$ cat src/hdl/pst_pkg.sv
// ----------------------------------------------------------------------------
// pst_pkg: shared types and constants of the per-source connection throttle
// Holds the word types of both channels, the stored entry layout, the result
// of the entry evaluation unit and the operation and register codes.
// ----------------------------------------------------------------------------
package pst_pkg;

  localparam int ADDR_W     = 32;
  localparam int TIME_W     = 32;
  localparam int CNT_W      = 17;
  localparam int CFG_W      = 16;
  localparam int WAIT_W     = 16;
  localparam int BLK_W      = 13;
  localparam int FUNC_W     = 3;
  localparam int CFG_IDX_W  = 2;

  localparam logic [FUNC_W-1:0] FN_ADD    = 3'd0;
  localparam logic [FUNC_W-1:0] FN_QUERY  = 3'd1;
  localparam logic [FUNC_W-1:0] FN_EXPIRE = 3'd2;
  localparam logic [FUNC_W-1:0] FN_FLUSH  = 3'd3;
  localparam logic [FUNC_W-1:0] FN_COUNT  = 3'd4;

  localparam logic [CFG_IDX_W-1:0] REG_COUNT_LIMIT   = 2'd0;
  localparam logic [CFG_IDX_W-1:0] REG_BLOCK_SECONDS = 2'd1;

  localparam logic [CFG_W-1:0]  LIMIT_RST = 16'd4;
  localparam logic [CFG_W-1:0]  BLOCK_RST = 16'd60;
  localparam logic [CNT_W-1:0]  CNT_MAX   = 17'h1FFFF;
  localparam logic [WAIT_W-1:0] WAIT_MAX  = 16'hFFFF;

  typedef struct packed {
    logic [FUNC_W-1:0] func;
    logic [ADDR_W-1:0] source_addr;
    logic [TIME_W-1:0] now_seconds;
  } in_word_t;

  typedef struct packed {
    logic              refused;
    logic [WAIT_W-1:0] wait_seconds;
    logic              table_full;
    logic [BLK_W-1:0]  blocked_entries;
    logic [31:0]       refusal_total;
  } out_word_t;

  typedef struct packed {
    logic              valid;
    logic [ADDR_W-1:0] addr;
    logic [TIME_W-1:0] last_time;
    logic [CNT_W-1:0]  count;
  } entry_t;

  typedef struct packed {
    logic              match;
    logic              free;
    logic              blocked;
    logic              expired;
    logic [WAIT_W-1:0] wait_time;
  } eval_t;

endpackage

$ cat src/hdl/pst_eval.sv
// ----------------------------------------------------------------------------
// pst_eval: entry evaluation unit
// Compares one stored entry against the current word: address match, free
// slot, blocked state, expiry and the remaining block time.
// ----------------------------------------------------------------------------
module pst_eval (
  input  pst_pkg::entry_t                  ent,
  input  logic [pst_pkg::ADDR_W-1:0]       addr,
  input  logic [pst_pkg::TIME_W-1:0]       now,
  input  logic [pst_pkg::CFG_W-1:0]        limit,
  input  logic [pst_pkg::CFG_W-1:0]        block,
  output pst_pkg::eval_t                   res
);

  logic [pst_pkg::TIME_W:0] end_time;
  logic [pst_pkg::TIME_W:0] diff;
  logic                     later;

  assign end_time = {1'b0, ent.last_time} + {{(pst_pkg::TIME_W + 1 - pst_pkg::CFG_W){1'b0}}, block};
  assign later    = end_time > {1'b0, now};
  assign diff     = end_time - {1'b0, now};

  always_comb begin
    res.match   = ent.valid && (ent.addr == addr);
    res.free    = !ent.valid;
    res.blocked = ent.valid &&
                  (ent.count > {{(pst_pkg::CNT_W - pst_pkg::CFG_W){1'b0}}, limit});
    res.expired = ent.valid && !later;
    if (!later) begin
      res.wait_time = pst_pkg::WAIT_W'(1);
    end else if (diff[pst_pkg::TIME_W:pst_pkg::WAIT_W] != '0) begin
      res.wait_time = pst_pkg::WAIT_MAX;
    end else begin
      res.wait_time = diff[pst_pkg::WAIT_W-1:0];
    end
  end

endmodule
$ cat config.mk
export PLATFORM = sky130hd
export DESIGN_NAME = pst_eval
export DESIGN_NICKNAME = d
export VERILOG_FILES = /design/src/hdl/pst_pkg.sv /design/src/hdl/pst_eval.sv
export SDC_FILE = /design/constraint.sdc
export NUM_CORES = 1
export LEC_CHECK = 0
export BUFFER_PORTS_ARGS = -buffer_cell sky130_fd_sc_hd__buf_2
export CORE_UTILIZATION = 33
export DETAILED_ROUTE_END_ITERATION = 8
export GPL_TIMING_DRIVEN = 0
export SYNTH_ARGS = -nofsm -noshare
export SYNTH_HDL_FRONTEND = slang
export SYNTH_SLANG_ARGS = --single-unit
$ cat constraint.sdc
create_clock -name vclk -period 8
set_clock_uncertainty 0.1 [all_clocks]
set_input_delay 1.6 -clock vclk [all_inputs]
set_output_delay 1.6 -clock vclk [all_outputs]
set_load 0.01 [all_outputs]
==> impl_metrics.json, run 1 <==
{
  "drc": 0,
  "finalSetupViolCount": 0,
  "die_x_um": 115.6,
  "crit_path_end_kind": "primary output",
  "ff_latch_area_um2": 0,
  "grt_pass1_wl_um": 19930,
  "max_freq_ghz": 0.1281,
  "synth_compound_area_frac": 0.3173,
  "synth_mux_area_frac": 0.007351,
  "finalSetupTns_ns": 0,
  "syn-cell-area_mm2": 0.004255,
  "initial_utilization": 0.3372,
  "placed_cells": 957,
  "worstPathRequired_ns": 6.30,
  "clockBufferCount": 0,
  "synth_fp_nets": 831,
  "fin_crit_sh": 0.9761,
  "power.density_mw_per_mm2": 99.53,
  "num_antenna_cells": 0,
  "yosysMostFrequentCell": "inv_1",
  "gp_congestion": 0.8187,
  "hp-class": "primary input to primary output",
  "row_count": 41,
  "ys_types": 69,
  "nFlopsAndLatches": 0,
  "synthSimpleGateAreaFrac": 0.2055,
  "track_usage": 0.1809,
  "final_layout_size_suffix_gt1_frac": 0.3654,
  "ys_warn_count": 0,
  "dpl.hpwl_um": 11170,
  "final_antenna_net_count": 0,
  "die_area_mm2": 0.01335,
  "overflow": 0,
  "antenna_found_initial": 0,
  "synth_top_family_by_area": "compound AO/OA/AOI/OAI gates",
  "die_y_um": 115.6,
  "worst_hold_slack_ns": 3.394,
  "core-area_mm2": 0.01262,
  "arrival_ns": 6.11,
  "initialDrtViolationCount": 217,
  "yosysTopAreaCellShare": 0.1882,
  "slew_viol_final": 0,
  "vias_per_cell": 5.015,
  "status": "complete, no violations",
  "drv_cap": 0,
  "start_kind": "primary input",
  "firstDrtPassIters": 4,
  "area_delta_synth_final_pct": 33.81,
  "avgRoutedWirePerCell_um": 13.28,
  "grt_pass1_vias": 4432,
  "nNetsFinal": 1037,
  "num_vias": 4829,
  "power_leakage_nw": 2.814,
  "synth_area_leaders": "ha_1 (19%), xnor2_1 (13%), a21oi_1 (6.1%), inv_1 (6.0%), xor2_1 (4.7%)",
  "synth_fa_ha_area_frac": 0.1976,
  "ys_top_cells_by_count": "inv_1 (68), xnor2_1 (65), ha_1 (64)",
  "yosysTopAreaCell": "ha_1",
  "layout.cells.non_filler": 963,
  "relSlewSlack": 0.6160,
  "critPathSlowestCell": "nor3b_4",
  "cpMostUsedCell": "buf_2",
  "synthCells": 587,
  "min_path_cells": 3,
  "worst_pin_slew_ns": 0.5759,
  "synth-seq-area-share": 0,
  "syn_area_per_cell_um2": 7.249,
  "grt_start_max_net_pins": 11,
  "portBuffers": 198,
  "post-route-min-period_ns": 7.809,
  "drt_wl_total_um": 12790,
  "cp_max_fo": 10,
  "slowest_delay_ns": 0.35,
  "io_pins": 198,
  "ir_worst_vdd_v": 0.00004740,
  "timing_worst_setup_path_type": "primary input to primary output",
  "synthXorXnorAreaFrac": 0.1811,
  "hold_violations": 0,
  "path_cells": "buf_2 > ha_1 > a21o_1 > a21oi_2 > o21bai_2 > a21boi_2 > nor4_2 > o21ai_1 > nor3b_4 > nor4_2 > xor2_1 > ha_1 > buf_2 > a21o_1 > o21bai_1 > o32ai_2 > a31oi_4 > a211oi_2 > xor2_1 > and3_1 > buf_2 > buf_6 > a31oi_2 > buf_2"
}
-- worst paths after layout --
path                     from       to  slack [ns]
worst max-delay path  ent[18]  res[12]        0.19
worst min-delay path  ent[16]  res[17]        3.39
-- final cells by class --
| cell class | count | area [um^2] |
|---|---|---|
| Timing Repair Buffer | 205 | 1044 |
| Multi-Input combinational cell | 500 | 4051 |
| Inverter | 68 | 255.2 |
| Buffer | 18 | 128.9 |
| Fill cell | 1378 | 6925 |
| Tap cell | 172 | 215.2 |
-- worst max-delay path: cells and delay by family --
family / cells / cell delay, ns
AO/OA/AOI/OAI: 11 / 2.07
XOR/XNOR: 2 / 0.35
adder cells (fa/ha/maj): 2 / 0.56
buffers and inverters: 5 / 0.81
AND/OR/NAND/NOR: 4 / 0.73
-- power by group --
group	switching (mW)	internal, mW	leakage [nW]	total (mW)
logic	0.316	0.251	2.81	0.567
clock network	0	0	0	0
registers	0	0	0	0
total	0.316	0.251	2.81	0.567
-- cell usage in the layout, fill, tap and decap left out, types with 4 or more instances in the layout --
cell      count
a21oi_1      47
a21oi_2      10
and2_1        6
inv_1        68
and3_1        6
a211oi_2      4
o21ai_1      12
nand4_1      22
xor2_1       23
xnor2_1      65
nand2_1      28
nor4_1        4
nor3_1        9
o21ai_0      17
nor3_2        4
nor2_1       21
nor2b_1       6
a31oi_2      11
a31oi_1       8
nand3_1      21
ha_1         59
a21o_1       26
o21bai_1      7
o21a_1        6
nand2b_1      4
buf_2       205
o211ai_1      7
buf_4        12
-- through the flow --
step / utilization / power (mW) / setup WS, ns / instance area, um^2
floorplan: - / 0.3973 / 0.6158 / 4255
global placement: 0.4328 / 0.5387 / -0.6686 / 5461
detailed placement: 0.4328 / 0.5395 / -0.6123 / 5461
CTS: 0.4364 / 0.5474 / 0.002615 / 5508
global route: 0.4512 / 0.6304 / -0.03793 / 5694
finish: 0.4512 / 0.5668 / 0.1909 / 5694
-- cell families (layout without fill, tap and decap cells) --
group                      count (synthesis)  after routing
AOI/OAI and AO/OA                        186            186
and+or+nand+nor                          157            157
xor gates and xnor gates                  88             88
buffers and inverters                     87            291
adders and majority gates                 66             66
muxes                                      3              3
-- routing by layer --
metal | share of wire | up-vias | global-route usage
li1 | - | 2536 | -
met5 | 0 | - | 0
met3 | 0.056 | 8 | 0.01464
met4 | 0.0040 | 0 | 0.009524
met2 | 0.48 | 135 | 0.3421
met1 | 0.46 | 2150 | 0.2314
-- timing repair --
action,4_1_cts,5_1_grt
buffers inserted,2,5
endpoints found under the hold margin,0,0
gates resized for setup,8,34
endpoints found under the setup margin,17,17
hold buffers,0,0
pin swaps,3,11
Note: power is estimated with default switching activity, not from simulation.
==> run 2, diff against run 1 <==
--- a/config.mk
+++ b/config.mk
@@ -9,6 +9,7 @@
 export CORE_UTILIZATION = 33
 export DETAILED_ROUTE_END_ITERATION = 8
 export GPL_TIMING_DRIVEN = 0
+export PLACE_DENSITY = 0.63
 export SYNTH_ARGS = -nofsm -noshare
 export SYNTH_HDL_FRONTEND = slang
 export SYNTH_SLANG_ARGS = --single-unit
==> run 2 against run 1 <==
Compared with the run above: power increased by 0.86%; wire length increased by 2.3%; first-iteration DRC count decreased by 21%; clock-buffer cell count unchanged; critical path depth increased by 2; via count increased by 0.60%; largest cell class unchanged; highest routed layer unchanged.
==> impl_metrics.json, run 2 (synthesis gave the netlist of run 1 again) <==
{
  "status": "complete, no violations",
  "die_area_mm2": 0.01335,
  "initialDrtViolationCount": 172,
  "cp_max_fo": 6,
  "setup_slack_ns": 0.2469,
  "place_ws_ns": -0.6077,
  "power_leakage_nw": 2.831,
  "ir_worst_vdd_v": 0.00005068,
  "finalSetupViolCount": 0,
  "worstPathRequired_ns": 6.30,
  "area_delta_synth_final_pct": 34.37,
  "track_usage": 0.1867,
  "vias_per_cell": 5.029,
  "gp_congestion": 0.8515,
  "ff_latch_area_um2": 0,
  "p_seq_frac": 0,
  "relSlewSlack": 0.6598,
  "drt_wl_total_um": 13080,
  "hold_path_end": "res[18]",
  "nNetsFinal": 1040,
  "power_frac_clock": 0,
  "hp-class": "primary input to primary output",
  "slowest_delay_ns": 0.40,
  "crit_path_end_kind": "primary output",
  "internal_power_uw": 256.8,
  "die_y_um": 115.6,
  "p_comb_frac": 1.000,
  "critPathSlowestCell": "fa_1",
  "initial_utilization": 0.3372,
  "num_vias": 4858,
  "final_antenna_net_count": 0,
  "final_layout_size_suffix_gt1_frac": 0.3690,
  "grt_start_max_net_pins": 11,
  "power.density_mw_per_mm2": 99.97,
  "drv_cap": 0,
  "arrival_ns": 6.05,
  "utilization": 0.4531,
  "num_antenna_cells": 0,
  "start_kind": "primary input",
  "min_from": "ent[81]",
  "postCtsHoldBufs": 0,
  "finalSetupTns_ns": 0,
  "slew_viol_final": 0,
  "hold_violations": 0,
  "dpl.hpwl_um": 11360,
  "nFlopsAndLatches": 0,
  "finalPower_uw": 571.6,
  "portBuffers": 198,
  "min_path_cells": 3,
  "core-area_mm2": 0.01262,
  "switching_power_uw": 314.8,
  "avgRoutedWirePerCell_um": 13.54,
  "grt_pass1_vias": 4640,
  "clockBufferCount": 0,
  "die_x_um": 115.6,
  "post-route-min-period_ns": 7.753,
  "fin_crit_sh": 0.9691,
  "layout_commonest_cell": "buf_2",
  "final_cell_mix": "buf_2 (203), inv_1 (68), xnor2_1 (65)",
  "overflow": 0,
  "cpMostUsedCell": "a21o_1",
  "grt_pass1_wl_um": 20710,
  "switching_share": 0.5508,
  "firstDrtPassIters": 6,
  "max_freq_ghz": 0.1290,
  "worst_pin_slew_ns": 0.5104,
  "antenna_found_initial": 0,
  "drc": 0,
  "row_count": 41,
  "io_pins": 198,
  "timing_worst_setup_path_type": "primary input to primary output"
}
==> run 2: worst max-delay path: cells and delay by family <==
family	cells	cell delay (ns)
xor+xnor	1	0.15
compound gates	11	1.80
buf+inv	6	0.78
simple gates	5	0.78
fa+ha+maj	3	0.95
==> run 2: cell type report <==
| class | instances | area [um^2] |
|---|---|---|
| plain buffers | 16 | 131.4 |
| fillers | 1381 | 6902 |
| inverters | 68 | 255.2 |
| multi-input cells | 500 | 4035 |
| well taps | 172 | 215.2 |
| repair buffers | 210 | 1081 |
==> run 2: per-layer routing <==
metal | wire (um) | track usage
met1 | 6137 | 0.2473
met2 | 6020 | 0.3337
met3 | 704 | 0.01360
met4 | 221 | 0.03117
met5 | 0 | 0
==> run 2: worst max-delay path by stage <==
stage	from	slack (ns)	end	cells past startpoint
2_1_floorplan	ent[18]	0.62	res[10]	21
3_3_place_gp	ent[18]	-0.60	res[13]	23
3_5_place_dp	ent[18]	-0.61	res[13]	23
4_1_cts	ent[18]	0.003	res[13]	23
5_1_grt	ent[17]	-0.03	res[14]	26
6_report	ent[17]	0.25	res[14]	26
==> run 2: power groups by stage <==
stage / Sequential (mW) / Combinational, mW / Clock (mW)
finish: 0 / 0.572 / 0
global route: 0 / 0.634 / 0
CTS: 0 / 0.545 / 0
detailed placement: 0 / 0.538 / 0
global placement: 0 / 0.535 / 0
floorplan: 0 / 0.397 / 0
==> run 2: metrics by stage <==
step | hold WS (ns) | instance area, um^2 | cells
after floorplan | 3.144 | 4255 | 587
after global placement | 3.394 | 5461 | 957
after detailed placement | 3.394 | 5461 | 957
after CTS | 3.396 | 5499 | 959
after global routing | 3.430 | 5718 | 966
final | 3.394 | 5718 | 966
==> run 2: what timing repair did <==
action                                  in CTS  in global routing
cloned                                       0                  1
resized for setup                            6                 39
endpoints found under the setup margin      17                 17
buffers inserted                             2                  9
pin swaps                                    2                 18
