<file path="config.mk">
export PLATFORM = sky130hd
export DESIGN_NAME = pst_ram
export DESIGN_NICKNAME = d
export VERILOG_FILES = /design/src/hdl/pst_ram.sv
export SDC_FILE = /design/constraint.sdc
export NUM_CORES = 1
export LEC_CHECK = 0
export BUFFER_PORTS_ARGS = -buffer_cell sky130_fd_sc_hd__buf_2
export CORE_MARGIN = 3
export CORE_UTILIZATION = 60
export CTS_BUF_LIST = sky130_fd_sc_hd__clkbuf_16
export DETAILED_ROUTE_END_ITERATION = 10
export PLACE_DENSITY = 0.76
export SYNTH_ARGS = -nofsm -noshare
export SYNTH_HDL_FRONTEND = slang
export SYNTH_SLANG_ARGS = --single-unit
</file>
<file path="constraint.sdc">
create_clock -name clk -period 5.24 [get_ports clk]
set_input_delay 0.786 -clock clk [delete_from_list [all_inputs] [get_ports clk]]
set_output_delay 0.786 -clock clk [all_outputs]
set_load 0.005 [all_outputs]
</file>
<file path="src/hdl/pst_ram.sv">
// ----------------------------------------------------------------------------
// pst_ram: generic simple dual-port RAM
// One write port and one read port with registered read data.
// ----------------------------------------------------------------------------
module pst_ram #(
  parameter int WIDTH = 8,
  parameter int DEPTH = 64
) (
  input  logic                     clk,
  input  logic                     we,
  input  logic [$clog2(DEPTH)-1:0] waddr,
  input  logic [WIDTH-1:0]         wdata,
  input  logic [$clog2(DEPTH)-1:0] raddr,
  output logic [WIDTH-1:0]         rdata
);

  logic [WIDTH-1:0] mem [DEPTH];

  always_ff @(posedge clk) begin
    if (we) begin
      mem[waddr] <= wdata;
    end
    rdata <= mem[raddr];
  end

endmodule

</file>
==> flow_summary.json, run 1 <==
{
  "grtUsageTotal_pct": 24.5,
  "drt-wirelength-per-cell_um": 29.1,
  "path_class": "primary input to flop",
  "die_w_um": 189,
  "cts.sinks": 520,
  "cts_resized": 0,
  "io_buffers": 29,
  "worstPathArrival_ps": 3290,
  "cts_tree": "done",
  "cts_root_buf": "clkbuf_16",
  "switching_share_pct": 20.3,
  "area_growth_pct": 9.86,
  "synth_top_family_by_area": "multiplexers",
  "grt_pass1_vias": 9831,
  "setup_viol": 0,
  "dp_slack_ps": 1770,
  "pwr-share-clk_pct": 39.2,
  "synth_area_per_cell_um2": 21.5,
  "syn_area_um2": 20200,
  "synth-seq-cells": 520,
  "intPower_mw": 6.59,
  "fmax_ghz": 0.347,
  "fin_nets": 1006,
  "end_kind": "flop",
  "synth.mux.area_fraction_pct": 15.9,
  "cts_max_level": 2,
  "final_cell_mix": "edfxtp_1, mux4_2, nor2_1",
  "overflow": 0,
  "final_common_cell": "edfxtp_1",
  "dp_hpwl_mm": 25.4,
  "syn-instance-count": 940,
  "ys_warn_count": 0,
  "clk_path_buf_depth": 3,
  "worst_slew_margin_rel_pct": 17.1,
  "ys_seq_area_share_pct": 77.0,
  "antenna_found_initial": 2,
  "fp.dieArea_um2": 35800,
  "worstMarginPinSlew_ps": 1240,
  "detail_route.first_pass.iterations": 5,
  "start_util_pct": 61.4,
  "grt_start_max_net_pins": 67,
  "synth-xor-area-share_pct": 0,
  "hold_viol": 0,
  "p_leak_nw": 6.91,
  "rsz0062_at_grt": "false",
  "fin_util_pct": 67.4,
  "p_sw_mw": 1.68,
  "row_count": 66,
  "drive_above_1_share_pct": 24.3,
  "final_antenna_net_count": 0,
  "period_share_pct": 55.0,
  "fin_crit_ps": 2880,
  "crit_path_start_kind": "primary input",
  "grt_pass1_wl_mm": 64.5,
  "synthAdderAreaFrac_pct": 0,
  "async_flop_share_pct": 0,
  "vias_per_cell": 6.66,
  "cts_buffers": 49,
  "worst-path-max-fanout": 66,
  "boundaryPins": 30,
  "coreArea_um2": 32900,
  "ys_dominant_reg_cell": "edfxtp_1",
  "initialDrtViolationCount": 1308,
  "synth_compound_area_share_pct": 2.07,
  "p_total_mw": 8.27,
  "finClkSkew_ps": 11.5,
  "hold_path.class": "primary input to flop",
  "synth_edf_count": 512,
  "setup_ws_ps": 2360,
  "setup_tns_ps": 0,
  "cts_hold_buf": 0,
  "wl_mm": 42.5,
  "pwr-share-seq_pct": 55.9,
  "worst_skew_pair.late_latency_ps": 540,
  "combPwrFrac_pct": 4.9,
  "vias": 9747,
  "irDropWorstVdd_mv": 0.222,
  "path_clk_slew_ps": 60,
  "drc": 0,
  "syn-num-nets": 962,
  "gp_congestion": 0.842,
  "post_cts.repair.setup_buffers": 0,
  "ys_types": 40,
  "drv_slew": 0,
  "outcome": "finished, final reports clean",
  "yosys.area_share.simple_pct": 3.39,
  "die_h_um": 189,
  "cap_violations": 0,
  "powerDensity_nw_per_um2": 373,
  "cp.required_ps": 5650
}
-- area by class of cell --
type	instances	area, um2
sequential	520	15500
fill	2088	10700
multi-input combinational	369	4320
timing repair buffer	44	284
tap	442	553
clock inverter	38	240
clock buffer	49	1230
antenna	1	2.50
-- logic make-up (layout without fill, tap and decap cells) --
| kind of cell | Yosys count | count (layout) |
|---|---|---|
| buffers and inverters | 51 | 131 |
| other | 0 | 1 |
| AO/OA/AOI/OAI | 54 | 54 |
| AND/OR/NAND/NOR | 153 | 153 |
| flip-flops | 520 | 520 |
| multiplexers | 162 | 162 |
-- flip-flops by register name, indices dropped and copies added (netlist names) --
register and count:
rdata 8, mem 512
-- critical path: stages --
cell,delay (ps)
clkbuf_8,630
buf_12,320
mux4_2,540
nor2b_1,140
a2111oi_0,640
o41ai_1,150
-- layer usage --
metal | vias to the layer above | global-route usage, % | wire [um]
li1 | 4015 | - | -
met1 | 5120 | 36.6 | 17200
met2 | 508 | 39.0 | 20700
met3 | 100 | 4.26 | 3500
met4 | 4 | 5.89 | 1100
met5 | - | 0 | 27
-- stage by stage --
step | hold WS (ps) | cells | cell area [um2]
after detailed placement | 860 | 1375 | 20700
after global routing | 712 | 1462 | 22200
after floorplan | 718 | 940 | 20200
after CTS | 641 | 1462 | 22200
after global placement | 835 | 1375 | 20700
final | 665 | 1463 | 22200
-- synth_stat cells, types with 6 or more instances --
library cell	number	area, um2
a221oi_1	6	52.6
buf_2	11	55.1
buf_4	13	97.6
clkbuf_1	17	63.8
dfxtp_1	8	160
edfxtp_1	512	15400
mux2_2	13	146
mux2i_1	23	230
mux4_2	126	2840
nand2_1	19	71.3
nand2b_1	7	43.8
nand3_1	13	65.1
nor2_1	83	312
nor2b_1	14	87.6
nor3_1	7	35.0
o221ai_1	8	70.1
o22ai_1	8	50.1
-- path summary, 6_finish.rpt --
| kind | startpoint | to | slack (ps) | depth (start not counted) |
|---|---|---|---|---|
| max | raddr[0] | rdata[3] | 2360 | 6 |
| min | raddr[5] | rdata[1] | 660 | 3 |
| max reg2reg | mem[44][2] | rdata[2] | 3080 | 4 |
| min reg2reg | mem[35][1] | rdata[1] | 880 | 4 |
-- power by group through the flow --
stage               registers [mW]  clock network, mW  logic, mW
floorplan                     4.70                  0      0.245
global placement              4.71                  0      0.394
detailed placement            4.71                  0      0.403
CTS                           4.62               3.28      0.405
global route                  4.62               3.45      0.431
finish                        4.62               3.25      0.405
(Power assumes the default switching activity.)
==> inputs of run 2 (changes only) <==
--- a/config.mk
+++ b/config.mk
@@ -7,10 +7,10 @@
 export LEC_CHECK = 0
 export BUFFER_PORTS_ARGS = -buffer_cell sky130_fd_sc_hd__buf_2
 export CORE_MARGIN = 3
-export CORE_UTILIZATION = 60
+export CORE_UTILIZATION = 56
 export CTS_BUF_LIST = sky130_fd_sc_hd__clkbuf_16
 export DETAILED_ROUTE_END_ITERATION = 10
-export PLACE_DENSITY = 0.76
+export PLACE_DENSITY = 0.75
 export SYNTH_ARGS = -nofsm -noshare
 export SYNTH_HDL_FRONTEND = slang
 export SYNTH_SLANG_ARGS = --single-unit
==> constraint.sdc (replaced) <==
create_clock -name clk -period 2.48 [get_ports clk]
set_input_delay 0.372 -clock clk [delete_from_list [all_inputs] [get_ports clk]]
set_output_delay 0.372 -clock clk [all_outputs]
set_load 0.005 [all_outputs]
==> run 2 against run 1 <==
Routed wire length grew 3.1%. Setup slack lost 1800 ps. Clock power grew 120%. Global-route usage shrank 0.96 points. Cell count grew 9.0%. Design area grew 4.9%. Sequential power grew 110%. Utilization shrank 1.1 points. Combinational power grew 140%. Worst hold slack lost 470 ps. Flip-flop and latch count is the same.
==> flow_summary.json, run 2 (synthesized netlist as in run 1, its figures left out) <==
{
  "gp_congestion": 0.834,
  "final_cell_mix": "edfxtp_1, mux4_2, buf_4",
  "drt-wirelength-per-cell_um": 27.5,
  "grtUsageTotal_pct": 23.5,
  "dpl-instance-area_um2": 21700,
  "vias_per_cell": 6.28,
  "worst-path-max-fanout": 1,
  "post_cts.repair.setup_buffers": 0,
  "path_class": "flop to flop",
  "setup_viol": 0,
  "fin_nets": 1120,
  "largest_register": "mem",
  "coreArea_um2": 35100,
  "reg2reg_depth": 5,
  "outcome": "finished, final reports clean",
  "cts_hold_buf": 0,
  "fin_crit_ps": 1900,
  "rsz0062_at_grt": "false",
  "worst_slew_margin_rel_pct": 25.2,
  "initialDrtViolationCount": 1259,
  "final_antenna_net_count": 0,
  "stdcell_count": 1594,
  "setup_ws_ps": 581,
  "die_h_um": 196,
  "p_total_mw": 17.9,
  "reg2reg_slack_ps": 580,
  "boundaryPins": 30,
  "crit_path_start_kind": "flop",
  "reg_top3": "mem x512, rdata x8",
  "cts_buffers": 50,
  "largest_reg_flops": 512,
  "drive_above_1_share_pct": 31.7,
  "end_kind": "flop",
  "grt_pass1_vias": 10409,
  "whs_ps": 190,
  "fp.dieArea_um2": 38300,
  "detail_route.first_pass.iterations": 5,
  "dp_hpwl_mm": 27.8,
  "row_count": 68,
  "final_common_cell": "edfxtp_1",
  "drc": 0,
  "powerDensity_nw_per_um2": 769,
  "worst_skew_pair.late_latency_ps": 560,
  "path_clk_slew_ps": 60,
  "cpMaxStageDelayCell": "a2111oi_0",
  "antenna_found_initial": 3,
  "overflow": 0,
  "die_w_um": 196,
  "cts_tree": "done",
  "setup_tns_ps": 0,
  "crit_chain": "mux4_2 -> nor2b_1 -> a2111oi_0 -> buf_4 -> o41ai_1",
  "regToRegEndpoint": "rdata[3]",
  "hold_path_end": "mem[11][6]",
  "worstHoldStart": "wdata[6]",
  "cts_resized": 0,
  "cts_root_buf": "clkbuf_16",
  "grt_start_max_net_pins": 65,
  "drv_slew": 0,
  "cts_max_level": 2,
  "cap_violations": 0,
  "hold-path-cell-count": 1,
  "fin_util_pct": 66.3,
  "fmax_ghz": 0.527,
  "io_buffers": 29,
  "dp_slack_ps": 7.90,
  "period_share_pct": 76.6,
  "cts.sinks": 520,
  "area_growth_pct": 15.3,
  "irDropWorstVdd_mv": 0.608,
  "start_util_pct": 57.5,
  "wl_mm": 43.8,
  "cp.required_ps": 2920,
  "final_area_um2": 23200,
  "cpPeakStageDelay_ps": 540,
  "hold_path.class": "primary input to flop",
  "dp_cells": 1501,
  "vias": 10009,
  "p_leak_nw": 7.59,
  "worstMarginPinSlew_ps": 1120,
  "clk_path_buf_depth": 3,
  "finClkSkew_ps": 14.7,
  "grt_pass1_wl_mm": 66.9,
  "hold_viol": 0,
  "worstPathArrival_ps": 2340,
  "r2r-start": "mem[3][3]"
}
run 2: cell types whose count changed in the layout (fill, tap and decap cells not counted), sizes merged:
cell	delta
clkbuf	+2
clkinv	-4
bufinv	+1
inv	+6
buf	+113
run 2: area by class of cell:
class,count,area (um2)
Sequential cell,520,15500
Fill cell,2192,11800
Multi-Input combinational cell,369,4320
Clock buffer,51,1280
Timing Repair Buffer,157,1270
Tap cell,455,569
Clock inverter,41,282
Antenna cell,1,2.50
run 2: how the worst max path moves through the flow:
stage | startpoint | end | cells past startpoint
finish | mem[3][3] | rdata[3] | 5
global route | mem[1][3] | rdata[3] | 5
CTS | mem[51][7] | rdata[7] | 4
detailed placement | raddr[0] | rdata[7] | 7
global placement | raddr[0] | rdata[7] | 7
floorplan | raddr[1] | rdata[3] | 7
run 2: per-layer routing:
| layer | track usage [%] | part of all wire (%) |
|---|---|---|
| met1 | 34.0 | 39 |
| met2 | 37.3 | 49 |
| met3 | 5.01 | 8.9 |
| met4 | 6.63 | 2.4 |
| met5 | 0 | 0.052 |
run 2: critical path, delay by kind of cell (launching register included):
| kind | cells | cell delay, ps |
|---|---|---|
| buffers and inverters | 1 | 210 |
| AO/OA/AOI/OAI | 2 | 610 |
| AND/OR/NAND/NOR | 1 | 140 |
| multiplexers | 1 | 470 |
| flip-flops | 1 | 360 |
run 2: power by group:
group	switching, mW	total [mW]	internal [mW]
Sequential	0.0299	9.76	9.73
Combinational	0.551	0.953	0.402
Clock	3.05	7.17	4.12
Total	3.63	17.9	14.3
==> inputs of run 3 (changes only) <==
--- a/config.mk
+++ b/config.mk
@@ -5,12 +5,13 @@
 export SDC_FILE = /design/constraint.sdc
 export NUM_CORES = 1
 export LEC_CHECK = 0
+export ABC_AREA = 1
 export BUFFER_PORTS_ARGS = -buffer_cell sky130_fd_sc_hd__buf_2
 export CORE_MARGIN = 3
-export CORE_UTILIZATION = 56
+export CORE_UTILIZATION = 57
 export CTS_BUF_LIST = sky130_fd_sc_hd__clkbuf_16
 export DETAILED_ROUTE_END_ITERATION = 10
-export PLACE_DENSITY = 0.75
+export PLACE_DENSITY = 0.76
 export SYNTH_ARGS = -nofsm -noshare
 export SYNTH_HDL_FRONTEND = slang
 export SYNTH_SLANG_ARGS = --single-unit
==> constraint.sdc (replaced) <==
create_clock -name clk -period 1.65 [get_ports clk]
set_input_delay 0.2475 -clock clk [delete_from_list [all_inputs] [get_ports clk]]
set_output_delay 0.2475 -clock clk [all_outputs]
set_load 0.005 [all_outputs]
==> run 3 against run 2 <==
Synthesized cell count is 92% higher. Die area is 3.8% higher. Cell count is 52% higher. Sequential share of layout area is 3.1 points lower. Sequential power is 51% higher. Global-route usage is 2.9 points higher.
==> flow_summary.json, run 3 <==
{
  "boundaryPins": 30,
  "cts_buffers": 49,
  "crit_start": "mem[50][1]",
  "reg_top3": "mem x512, rdata x8",
  "reg2reg_depth": 8,
  "outcome": "finished, final reports clean",
  "cts_resized": 0,
  "cts_hold_buf": 0,
  "synthAdderAreaFrac_pct": 0,
  "gp_congestion": 0.875,
  "worst_slew_margin_rel_pct": 46.7,
  "drc": 0,
  "grt_start_max_net_pins": 74,
  "die_h_um": 199,
  "final_cell_mix": "nand2_1, edfxtp_1, nand3_1",
  "pwr-share-clk_pct": 40.2,
  "drive_above_1_share_pct": 12.9,
  "ys_top_cells_by_area": "edfxtp_1, nand2_1, nand3_1",
  "cp.required_ps": 2090,
  "async_flop_share_pct": 0,
  "detail_route.first_pass.iterations": 6,
  "synth_common_cells": "nand2_1, edfxtp_1, nand3_1",
  "syn_area_um2": 21300,
  "p_total_mw": 27.7,
  "yosys.area_share.simple_pct": 23.2,
  "combPwrFrac_pct": 6.8,
  "irDropWorstVdd_mv": 0.692,
  "cts_max_level": 2,
  "ys_dominant_reg_cell": "edfxtp_1",
  "worstHoldStart": "raddr[5]",
  "crit_chain": "nand2_1 -> nand3_1 -> nand3_1 -> nand2_1 -> nand2_1 -> nand3_1 -> nand3_1 -> nand2_1",
  "period_share_pct": 85.7,
  "hold-path-cell-count": 3,
  "intPower_mw": 21.7,
  "cts.sinks": 520,
  "fin_crit_ps": 1410,
  "overflow": 0,
  "post_cts.repair.setup_buffers": 0,
  "crit_path_start_kind": "flop",
  "final_antenna_net_count": 0,
  "synth_edf_count": 512,
  "setup_viol": 0,
  "end_kind": "flop",
  "synth-xor-area-share_pct": 0,
  "synth_top_family_by_area": "simple AND/OR/NAND/NOR gates",
  "grt_pass1_vias": 14058,
  "hold_viol": 0,
  "coreArea_um2": 36800,
  "cpPeakStageDelay_ps": 370,
  "fp.dieArea_um2": 39800,
  "clk_path_buf_depth": 3,
  "vias": 14394,
  "final_common_cell": "nand2_1",
  "cpMaxStageDelayCell": "edfxtp_1",
  "switching_share_pct": 21.6,
  "powerDensity_nw_per_um2": 1130,
  "synth-seq-cells": 520,
  "path_clk_slew_ps": 60,
  "fin_nets": 1941,
  "largest_reg_flops": 512,
  "synth.mux.area_fraction_pct": 0,
  "cts_root_buf": "clkbuf_16",
  "worstMarginPinSlew_ps": 800,
  "regToRegEndpoint": "rdata[1]",
  "die_w_um": 199,
  "drt-wirelength-per-cell_um": 21.5,
  "cap_violations": 0,
  "synth_top_area_share_pct": 72.0,
  "grt_pass1_wl_mm": 80.0,
  "largest_register": "mem",
  "r2r-start": "mem[50][1]",
  "drv_slew": 0,
  "dp_hpwl_mm": 31.0,
  "pwr-share-seq_pct": 53.1,
  "ys_types": 16,
  "reg2reg_slack_ps": 240,
  "start_util_pct": 58.0,
  "rsz0062_at_grt": "false",
  "setup_tns_ps": 0,
  "whs_ps": 70.3,
  "hold_path.class": "primary input to flop",
  "fmax_ghz": 0.708,
  "p_leak_nw": 9.07,
  "worstPathArrival_ps": 1850,
  "wl_mm": 52.3,
  "synth_compound_area_share_pct": 0,
  "p_sw_mw": 5.97,
  "io_buffers": 29,
  "ys_warn_count": 0,
  "initialDrtViolationCount": 2061,
  "area_growth_pct": 14.3,
  "row_count": 70,
  "path_class": "flop to flop",
  "worst_skew_pair.late_latency_ps": 570,
  "antenna_found_initial": 2,
  "yosys.area.top_type": "edfxtp_1",
  "vias_per_cell": 5.93,
  "cts_tree": "done",
  "syn-num-nets": 1827,
  "yosys.cell_count.top_type": "nand2_1",
  "synth_area_per_cell_um2": 11.8,
  "ys_seq_area_share_pct": 72.8,
  "finClkSkew_ps": 13.5,
  "syn-instance-count": 1805,
  "worst-path-max-fanout": 1,
  "grtUsageTotal_pct": 26.4,
  "hold_path_end": "rdata[5]"
}
[run 3: final cells by class]
cell class | count | area (um2)
timing repair buffer | 176 | 1600
fill | 2514 | 12400
sequential | 520 | 15500
inverter | 12 | 52.6
antenna | 1 | 2.50
clock buffer | 51 | 1280
clock inverter | 39 | 322
tap | 468 | 586
multi-input combinational | 1160 | 5010
[run 3: how the worst max path moves through the flow]
| stage | to |
|---|---|
| 2_1_floorplan | mem[49][0] |
| 3_3_place_gp | rdata[4] |
| 3_5_place_dp | rdata[3] |
| 4_1_cts | rdata[5] |
| 5_1_grt | rdata[5] |
| 6_report | rdata[1] |
[run 3: cells by family (layout without fill, tap and decap cells)]
| logic type | Yosys count | count (layout) |
|---|---|---|
| other cells | 0 | 1 |
| flops | 520 | 520 |
| simple gates | 1160 | 1160 |
| buf+inv | 125 | 278 |
[run 3: routing by layer]
layer	part of all wire (%)	up-vias	GRT usage [%]	routed length, um
met1	38	6789	36.3	20100
met4	4.1	2	10.2	2120
li1	-	6575	-	-
met2	47	864	42.5	24600
met3	10	164	5.01	5450
met5	0.034	-	0	18
[run 3: power by group through the flow]
stage	logic, mW	registers (mW)	clock network (mW)
after floorplan	1.04	14.9	0
after global placement	1.79	14.9	0
after detailed placement	1.83	14.9	0
after CTS	1.84	14.7	11.2
after global routing	2.02	14.7	11.8
final	1.87	14.7	11.1
[run 3: critical path, delay by kind of cell (launching register included)]
family / cells / cell delay (ps)
DFF: 1 / 370
and+or+nand+nor: 8 / 910
[run 3: per-stage QoR]
step | util [%] | std cells | setup slack [ps] | cell area (um2)
2_1_floorplan | - | 1805 | -173 | 21400
3_3_place_gp | 61.9 | 2336 | -97.2 | 22800
3_5_place_dp | 61.9 | 2336 | -126 | 22800
4_1_cts | 66.3 | 2426 | 239 | 24400
5_1_grt | 66.3 | 2427 | 233 | 24400
6_report | 66.3 | 2427 | 237 | 24400
